### src/rtl/sgl_pkg.sv
// Shared widths and reset constants for the sequence gap loss monitor.
package sgl_pkg;

	localparam int LEN_W = 11;
	localparam int SEQ_W = 16;
	localparam int CNT_W = 32;

	localparam logic [LEN_W-1:0] RST_EXPECTED_LENGTH = 11'd190;
	localparam logic [SEQ_W:0]   RST_MIN_CMD_SEQ     = 17'h1FFFF;

endpackage

### src/rtl/sgl_hist.sv
// Gap histogram: bin storage with read-modify-write across two pipeline stages.
module sgl_hist import sgl_pkg::*; #(
	parameter int HIST_BINS = 20,
	parameter int BIN_W     = 5
) (
	input  logic             clk,
	input  logic             arst_n,
	input  logic             adv,
	input  logic             lk_hit,
	input  logic [BIN_W-1:0] lk_bin,
	input  logic             upd_hit,
	input  logic [BIN_W-1:0] upd_bin,
	output logic [CNT_W-1:0] new_count
);

	logic [CNT_W-1:0] mem [HIST_BINS];
	logic [HIST_BINS-1:0] bin_vld_q;
	logic [CNT_W-1:0] rd_q;
	logic             rd_vld_q;
	logic             fwd_q;
	logic [CNT_W-1:0] last_q;
	logic [CNT_W-1:0] base;

	// bins not yet written read as zero
	always_ff @(posedge clk or negedge arst_n) begin
		if (!arst_n) begin
			bin_vld_q <= '0;
			rd_vld_q  <= 1'b0;
			fwd_q     <= 1'b0;
		end else if (adv) begin
			if (upd_hit) begin
				bin_vld_q[upd_bin] <= 1'b1;
			end
			rd_vld_q <= bin_vld_q[lk_bin];
			// read collides with the write of the item ahead: take its new count
			fwd_q    <= lk_hit && upd_hit && (lk_bin == upd_bin);
		end
	end

	always_ff @(posedge clk) begin
		if (adv) begin
			if (upd_hit) begin
				mem[upd_bin] <= new_count;
			end
			rd_q   <= mem[lk_bin];
			last_q <= new_count;
		end
	end

	always_comb begin
		priority if (fwd_q) begin
			base = last_q;
		end else if (rd_vld_q) begin
			base = rd_q;
		end else begin
			base = '0;
		end
	end

	assign new_count = base + CNT_W'(1);

endmodule

### src/rtl/sequence_gap_loss_monitor.sv
// Top level of the sequence gap loss monitor.
// An accepted item passes the input register, the gap stage and the result register in
// that order. Throughput: one item per cycle unless a full result register stalls on out_ready low;
// the histogram read in the gap stage and its write in the next stage are forwarded.
// Reset (arst_n, async, active low): expected_length = 190, sequences unset,
// min command sequence all ones, totals and all histogram bins zero at once.
module sequence_gap_loss_monitor import sgl_pkg::*; #(
	parameter int HIST_BINS = 20
) (
	input  logic                          clk,
	input  logic                          arst_n,
	// config write
	input  logic                          cfg_valid,
	output logic                          cfg_ready,
	input  logic [LEN_W-1:0]              cfg_data,
	// frame items in
	input  logic                          in_valid,
	output logic                          in_ready,
	input  logic [LEN_W-1:0]              frame_length,
	input  logic [SEQ_W-1:0]              sensor_seq,
	input  logic [SEQ_W-1:0]              cmd_seq,
	// result items out
	output logic                          out_valid,
	input  logic                          out_ready,
	output logic                          accepted,
	output logic [SEQ_W-1:0]              sensor_gap,
	output logic [CNT_W-1:0]              sensors_lost_total,
	output logic [CNT_W-1:0]              sensors_expected_total,
	output logic                          sensor_bin_hit,
	output logic [$clog2(HIST_BINS)-1:0]  sensor_bin,
	output logic [CNT_W-1:0]              sensor_bin_count,
	output logic signed [SEQ_W-1:0]       cmd_gap,
	output logic                          cmd_bin_hit,
	output logic [$clog2(HIST_BINS)-1:0]  cmd_bin,
	output logic [CNT_W-1:0]              cmd_bin_count,
	output logic [SEQ_W-1:0]              cmd_lost_total
);

	localparam int BIN_W = $clog2(HIST_BINS);
	localparam logic [BIN_W-1:0] LAST_BIN = BIN_W'(HIST_BINS - 1);
	localparam logic [SEQ_W-1:0] BINS_SEQ = SEQ_W'(HIST_BINS);

	// ---------------------------------------------------------------
	// Global advance: the whole pipe moves when the result register is
	// empty or being drained. A new item is taken every such cycle.
	// ---------------------------------------------------------------
	logic adv;
	logic out_valid_q;

	assign adv       = !out_valid_q || out_ready;
	assign in_ready  = adv;
	assign cfg_ready = 1'b1;
	assign out_valid = out_valid_q;

	// Config register
	logic [LEN_W-1:0] expected_length_q;

	always_ff @(posedge clk or negedge arst_n) begin
		if (!arst_n) begin
			expected_length_q <= RST_EXPECTED_LENGTH;
		end else if (cfg_valid) begin
			expected_length_q <= cfg_data;
		end
	end

	// ---------------------------------------------------------------
	// Stage 1: input register
	// ---------------------------------------------------------------
	logic             vld_s1;
	logic [LEN_W-1:0] len_s1;
	logic [SEQ_W-1:0] sseq_s1;
	logic [SEQ_W-1:0] cseq_s1;

	always_ff @(posedge clk or negedge arst_n) begin
		if (!arst_n) begin
			vld_s1 <= 1'b0;
		end else if (adv) begin
			vld_s1 <= in_valid;
		end
	end

	always_ff @(posedge clk) begin
		if (adv && in_valid) begin
			len_s1  <= frame_length;
			sseq_s1 <= sensor_seq;
			cseq_s1 <= cmd_seq;
		end
	end

	// ---------------------------------------------------------------
	// Gap logic on stage 1 against the running state
	// ---------------------------------------------------------------
	logic [SEQ_W-1:0] prev_sensor_q;
	logic [SEQ_W-1:0] prev_cmd_q;
	logic [SEQ_W:0]   min_cmd_q;
	logic [CNT_W-1:0] lost_q;
	logic [CNT_W-1:0] expected_q;

	logic             acc;
	logic             take;
	logic [SEQ_W-1:0] ps_eff;
	logic [SEQ_W-1:0] pc_eff;
	logic [SEQ_W-1:0] sgap;
	logic [SEQ_W-1:0] cgap;
	logic [SEQ_W:0]   min_next;
	logic [CNT_W-1:0] lost_next;
	logic [CNT_W-1:0] expected_next;
	logic             shit;
	logic             chit;
	logic [BIN_W-1:0] sbin;
	logic [BIN_W-1:0] cbin;
	logic [SEQ_W-1:0] cmd_lost;

	always_comb begin
		acc  = (len_s1 == expected_length_q);
		take = adv && vld_s1 && acc;
		// a stored sequence of zero is unset: seed it so the first gap is zero
		ps_eff = (prev_sensor_q == '0) ? (sseq_s1 - SEQ_W'(1)) : prev_sensor_q;
		pc_eff = (prev_cmd_q == '0) ? (cseq_s1 - SEQ_W'(1)) : prev_cmd_q;
		sgap   = sseq_s1 - ps_eff - SEQ_W'(1);
		cgap   = cseq_s1 - pc_eff - SEQ_W'(1);
		min_next = (min_cmd_q > {1'b0, cseq_s1}) ? {1'b0, cseq_s1} : min_cmd_q;
		lost_next     = lost_q + CNT_W'(sgap);
		expected_next = expected_q + CNT_W'(sgap) + CNT_W'(1);
		// gap g lands in bin g-1, large gaps in the last bin
		shit = (sgap != '0);
		sbin = (sgap <= BINS_SEQ) ? BIN_W'(sgap - SEQ_W'(1)) : LAST_BIN;
		// command gap counts only when positive as a signed value
		chit = (cgap != '0) && !cgap[SEQ_W-1];
		cbin = (cgap <= BINS_SEQ) ? BIN_W'(cgap - SEQ_W'(1)) : LAST_BIN;
		cmd_lost = cseq_s1 - min_next[SEQ_W-1:0];
	end

	always_ff @(posedge clk or negedge arst_n) begin
		if (!arst_n) begin
			prev_sensor_q <= '0;
			prev_cmd_q    <= '0;
			min_cmd_q     <= RST_MIN_CMD_SEQ;
			lost_q        <= '0;
			expected_q    <= '0;
		end else if (take) begin
			prev_sensor_q <= sseq_s1;
			prev_cmd_q    <= cseq_s1;
			min_cmd_q     <= min_next;
			lost_q        <= lost_next;
			expected_q    <= expected_next;
		end
	end

	// ---------------------------------------------------------------
	// Stage 2: gap results, rejected frames carried as all zero
	// ---------------------------------------------------------------
	logic             vld_s2;
	logic             acc_s2;
	logic [SEQ_W-1:0] sgap_s2;
	logic [CNT_W-1:0] lost_s2;
	logic [CNT_W-1:0] expected_s2;
	logic             shit_s2;
	logic [BIN_W-1:0] sbin_s2;
	logic [SEQ_W-1:0] cgap_s2;
	logic             chit_s2;
	logic [BIN_W-1:0] cbin_s2;
	logic [SEQ_W-1:0] cmd_lost_s2;

	always_ff @(posedge clk or negedge arst_n) begin
		if (!arst_n) begin
			vld_s2  <= 1'b0;
			acc_s2  <= 1'b0;
			shit_s2 <= 1'b0;
			chit_s2 <= 1'b0;
		end else if (adv) begin
			vld_s2  <= vld_s1;
			acc_s2  <= vld_s1 && acc;
			shit_s2 <= vld_s1 && acc && shit;
			chit_s2 <= vld_s1 && acc && chit;
		end
	end

	always_ff @(posedge clk) begin
		if (adv) begin
			sgap_s2     <= acc ? sgap : '0;
			lost_s2     <= acc ? lost_next : '0;
			expected_s2 <= acc ? expected_next : '0;
			sbin_s2     <= (acc && shit) ? sbin : '0;
			cgap_s2     <= acc ? cgap : '0;
			cbin_s2     <= (acc && chit) ? cbin : '0;
			cmd_lost_s2 <= acc ? cmd_lost : '0;
		end
	end

	// ---------------------------------------------------------------
	// Histograms: looked up from stage 1, updated from stage 2
	// ---------------------------------------------------------------
	logic [CNT_W-1:0] scount_s2;
	logic [CNT_W-1:0] ccount_s2;

	sgl_hist #(
		.HIST_BINS(HIST_BINS),
		.BIN_W    (BIN_W)
	) u_sensor_hist (
		.clk      (clk),
		.arst_n   (arst_n),
		.adv      (adv),
		.lk_hit   (vld_s1 && acc && shit),
		.lk_bin   (sbin),
		.upd_hit  (shit_s2),
		.upd_bin  (sbin_s2),
		.new_count(scount_s2)
	);

	sgl_hist #(
		.HIST_BINS(HIST_BINS),
		.BIN_W    (BIN_W)
	) u_cmd_hist (
		.clk      (clk),
		.arst_n   (arst_n),
		.adv      (adv),
		.lk_hit   (vld_s1 && acc && chit),
		.lk_bin   (cbin),
		.upd_hit  (chit_s2),
		.upd_bin  (cbin_s2),
		.new_count(ccount_s2)
	);

	// ---------------------------------------------------------------
	// Result register
	// ---------------------------------------------------------------
	logic             acc_q;
	logic [SEQ_W-1:0] sgap_q;
	logic [CNT_W-1:0] lost_out_q;
	logic [CNT_W-1:0] expected_out_q;
	logic             shit_q;
	logic [BIN_W-1:0] sbin_q;
	logic [CNT_W-1:0] scount_q;
	logic [SEQ_W-1:0] cgap_q;
	logic             chit_q;
	logic [BIN_W-1:0] cbin_q;
	logic [CNT_W-1:0] ccount_q;
	logic [SEQ_W-1:0] cmd_lost_q;

	always_ff @(posedge clk or negedge arst_n) begin
		if (!arst_n) begin
			out_valid_q <= 1'b0;
		end else if (adv) begin
			out_valid_q <= vld_s2;
		end
	end

	always_ff @(posedge clk) begin
		if (adv) begin
			acc_q          <= acc_s2;
			sgap_q         <= sgap_s2;
			lost_out_q     <= lost_s2;
			expected_out_q <= expected_s2;
			shit_q         <= shit_s2;
			sbin_q         <= sbin_s2;
			scount_q       <= shit_s2 ? scount_s2 : '0;
			cgap_q         <= cgap_s2;
			chit_q         <= chit_s2;
			cbin_q         <= cbin_s2;
			ccount_q       <= chit_s2 ? ccount_s2 : '0;
			cmd_lost_q     <= cmd_lost_s2;
		end
	end

	assign accepted               = acc_q;
	assign sensor_gap             = sgap_q;
	assign sensors_lost_total     = lost_out_q;
	assign sensors_expected_total = expected_out_q;
	assign sensor_bin_hit         = shit_q;
	assign sensor_bin             = sbin_q;
	assign sensor_bin_count       = scount_q;
	assign cmd_gap                = cgap_q;
	assign cmd_bin_hit            = chit_q;
	assign cmd_bin                = cbin_q;
	assign cmd_bin_count          = ccount_q;
	assign cmd_lost_total         = cmd_lost_q;

	// ---------------------------------------------------------------
	// Assertions
	// ---------------------------------------------------------------
	a_reject_zero: assert property (@(posedge clk) disable iff (!arst_n)
		out_valid && !accepted |-> sensor_gap == '0 && !sensor_bin_hit && !cmd_bin_hit
			&& sensors_lost_total == '0 && cmd_lost_total == '0)
		else $error("rejected frame produced nonzero result");

	a_sensor_bin: assert property (@(posedge clk) disable iff (!arst_n)
		out_valid && sensor_bin_hit |-> accepted && sensor_gap != '0
			&& sensor_bin <= LAST_BIN)
		else $error("sensor bin hit without a positive gap");

	a_cmd_bin: assert property (@(posedge clk) disable iff (!arst_n)
		out_valid && cmd_bin_hit |-> accepted && cmd_gap > 0 && cmd_bin <= LAST_BIN)
		else $error("command bin hit without a positive gap");

	a_state_hold: assert property (@(posedge clk) disable iff (!arst_n)
		!adv |=> $stable(lost_q) && $stable(expected_q) && $stable(prev_cmd_q))
		else $error("running state changed during a stall");

endmodule
### config.mk
export PLATFORM = sky130hd
export DESIGN_NAME = sequence_gap_loss_monitor
export DESIGN_NICKNAME = d
export VERILOG_FILES = /design/src/rtl/sgl_pkg.sv /design/src/rtl/sgl_hist.sv /design/src/rtl/sequence_gap_loss_monitor.sv
export SDC_FILE = /design/constraint.sdc
export NUM_CORES = 2
export LEC_CHECK = 0
export BUFFER_PORTS_ARGS = -buffer_cell sky130_fd_sc_hd__buf_2
export CAP_MARGIN = 0
export CORE_MARGIN = 4
export CORE_UTILIZATION = 55
export DETAILED_ROUTE_END_ITERATION = 12
export GPL_ROUTABILITY_DRIVEN = 0
export PLACE_DENSITY_LB_ADDON = 0.1
export SLEW_MARGIN = 20
export SYNTH_ARGS = -nofsm -noshare
export SYNTH_HDL_FRONTEND = slang
export SYNTH_SLANG_ARGS = --single-unit
### constraint.sdc
create_clock -name clk -period 45.1 [get_ports clk]
set_input_delay 4.51 -clock clk [delete_from_list [all_inputs] [get_ports clk]]
set_output_delay 4.51 -clock clk [all_outputs]
set_load 0.05 [all_outputs]
==> flow_summary.yaml <==
floorplanning:
  die_h_microns: 390
  row_count: 140
  initial_util_pct: 55.3
  top_level_ports: 251
  die-area_sq_mm: 0.152
  die_width_microns: 390
  core_sq_mm: 0.145
min_path:
  min-delay-path-class: "register to register"
  whs_path_depth: 0
  hold_path.startpoint: "lost_s2[30]"
  holdPathEnd: "sensors_lost_total[30]"
cells_and_area:
  final_cell_count_without_fillers: 7924
  finish.instance_area_sq_mm: 0.0906
  layout_commonest_cell: "sky130_fd_sc_hd__edfxtp_1"
  drive_gt1_share_pct: 17.9
  layout-area-overhead-vs-synth_pct: 12.7
  number_of_nets_in_the_layout: 6013
  top_regs: "u_cmd_hist.mem x640, u_sensor_hist.mem x640"
  mostFrequentLayoutCells: "1,762 x sky130_fd_sc_hd__edfxtp_1, 473 x sky130_fd_sc_hd__nand2_1, 330 x sky130_fd_sc_hd__nor2_1"
critical_path:
  critical_path.n_buffers_inverters: 4
  r2r-end: "u_sensor_hist.rd_q[5]"
  cp_slowest_stage_delay_ns: 0.31
  critPathKind: "input port to output pin"
  worst_path_most_repeated_cell: "sky130_fd_sc_hd__buf_2"
  r2r_setup_slack_ns: 37.43
  r2r_start: "prev_sensor_q[15]"
  path_cells: "buf_2 -> nor2b_2 -> buf_4 -> inv_8 -> buf_2"
  critPathSlowestCell: "sky130_fd_sc_hd__buf_2"
  cp.required_ns: 40.59
  crit_path_start_kind: "input port"
  timing.critical_path.to_type: "output pin"
  cp-startpoint: "out_ready"
  timing.critical_path.max_delay_family: "buffers and inverters"
  critical_path.max_fanout: 14
  rr_worst_depth: 18
  cp_data_arrival_time_ns: 5.36
synthesis:
  yosysUniqueCellTypes: 86
  synth_flop_cell: "sky130_fd_sc_hd__edfxtp_1"
  yosys.area_share.adder_pct: 1.70
  synth_edf_count: 1762
  ys_warn_count: 0
  syn_inst: 5539
  synthesis.nets: 5704
  syn_area_per_cell_sq_um: 14.5
  muxShareOfSynthArea_pct: 5.51
  synth-async-reset-ratio_pct: 8.99
  seq_area_frac_synth_pct: 71.3
  yosys_register_bits: 1936
  mappedNetlistArea_sq_mm: 0.0804
  synth_top_family_by_area: "compound AO/OA/AOI/OAI gates"
  synth_simple_gate_area_share_pct: 8.44
  synth_compound_gate_area_share_pct: 8.75
  synthXorXnorAreaFrac_pct: 2.42
sta:
  tightestPinTransition_ns: 1.14
  final.period_utilization_pct: 21.9
  fmax_mhz: 101
  unrepaired_setup_endpoints_after_global_routing: "false"
  final-setup-viol-count: 0
  tns_ns: 0
  finalCriticalPeriod_ns: 9.87
  slew_viol_final: 0
  final_hold_viol_count: 0
  slew_headroom_pct: 23.7
  worst_hold_slack_ns: 0.414
  clock-skew-final_ns: 0.0280
route:
  antenna_violating_nets_post_route: 0
  wl_per_cell_microns: 25.7
  viasPerCell: 6.13
  route.vias.total: 48553
  detailed_router_s_first_iteration_violation_count: 4855
  wl_microns: 204000
  drt-pass1-iter-count: 5
  route.detailed.drc: 0
clock_tree:
  hold_fix_buffers_cts: 0
  clkSinkCount: 1936
  numCtsBuffers: 191
  h_tree_lvls: 4
  clk-insertion-delay-late_ns: 0.80
  clock-root-buffer: "sky130_fd_sc_hd__clkbuf_16"
  cts_buffer_depth: 3
  resized_gates_after_cts: 0
  post-cts-setup-buffer-count: 0
  tritoncts_clock_tree: "yes"
  worst_path_clk_slew_ns: 0.06
pwr:
  cellPowerDensity_mw_per_mm2: 52.0
  leakage_nw: 32.6
  power.total_mw: 4.72
  peakVddDrop_v: 0.0000390
outcome:
  status: "finished, final reports clean"
grt:
  grt_remaining_overflow: 0
  initial_antenna_violation_count: 5
  grt_pass1_wl_microns: 303000
  grt_start_max_net_pins: 132
  number_of_global_route_vias_before_repair: 47394
  grt_usage_pct: 26.5
place:
  placed_area_sq_mm: 0.0847
  place_inst: 7572
  place.port_buffers: 249
  detailedPlacementHpwl_microns: 115000
job:
  max_cap_check_violation_count: 0
per-stage QoR:
step                utilization (%)  setup slack [ns]
finish                         62.3             35.23
global route                   62.3             35.20
CTS                            62.3             35.23
detailed placement             58.2             35.24
global placement               58.2             35.24
floorplan                         -             23.15
metal layers:
metal,vias up,global-route usage [%],share of wire (%)
met5,-,0,0
met4,0,6.46,2.1
met2,2068,41.0,46
li1,21737,-,-
met1,24489,40.2,44
met3,259,3.81,7.9
final cells by class:
cell class | count | area [sq um]
inverter | 101 | 387
sequential | 1936 | 57300
fill | 10934 | 54800
clock buffer | 251 | 5130
timing repair buffer | 410 | 2490
clock inverter | 100 | 764
tap | 1917 | 2400
antenna | 1 | 2.50
multi-input combinational | 3208 | 22100
cells by family (layout without fill, tap and decap cells):
group	Yosys count	after routing
xor+xnor	222	222
flops	1936	1936
mux	380	380
fa+ha+maj	106	106
buf+inv	395	862
other cells	1	2
compound gates	1051	1051
simple gates	1448	1448
report_power, final:
group	total (mW)	internal, mW	switching, mW	leakage [nW]
combinational	1.03	0.293	0.733	10.5
sequential	2.17	2.13	0.0488	19.2
clock	1.52	0.855	0.660	2.87
total	4.72	3.27	1.44	32.6
cell usage after synthesis, types with 77 or more instances:
cell / number / area, sq um
sky130_fd_sc_hd__nor3_1: 111 / 556
sky130_fd_sc_hd__ha_1: 101 / 1260
sky130_fd_sc_hd__a31oi_1: 77 / 482
sky130_fd_sc_hd__and2_1: 91 / 569
sky130_fd_sc_hd__dfrtp_1: 151 / 3780
sky130_fd_sc_hd__inv_1: 98 / 368
sky130_fd_sc_hd__mux2_2: 140 / 1580
sky130_fd_sc_hd__xnor2_1: 115 / 1010
sky130_fd_sc_hd__xor2_1: 107 / 937
sky130_fd_sc_hd__mux2i_1: 204 / 2040
sky130_fd_sc_hd__o21ai_0: 225 / 1130
sky130_fd_sc_hd__nand3_1: 101 / 505
sky130_fd_sc_hd__o211ai_1: 77 / 578
sky130_fd_sc_hd__clkbuf_1: 243 / 912
sky130_fd_sc_hd__o221ai_1: 95 / 832
sky130_fd_sc_hd__edfxtp_1: 1762 / 52900
sky130_fd_sc_hd__nor2_1: 376 / 1410
sky130_fd_sc_hd__a21oi_1: 247 / 1240
sky130_fd_sc_hd__nand2_1: 477 / 1790
worst max path at each step:
| stage | to | slack, ns | depth (start not counted) |
|---|---|---|---|
| after floorplan | u_cmd_hist.mem[18][0] | 23.15 | 6 |
| after global placement | in_ready | 35.24 | 5 |
| after detailed placement | in_ready | 35.24 | 5 |
| after CTS | in_ready | 35.23 | 5 |
| after global routing | in_ready | 35.20 | 5 |
| final | in_ready | 35.23 | 5 |
Note: power is estimated with default switching activity, not from simulation.
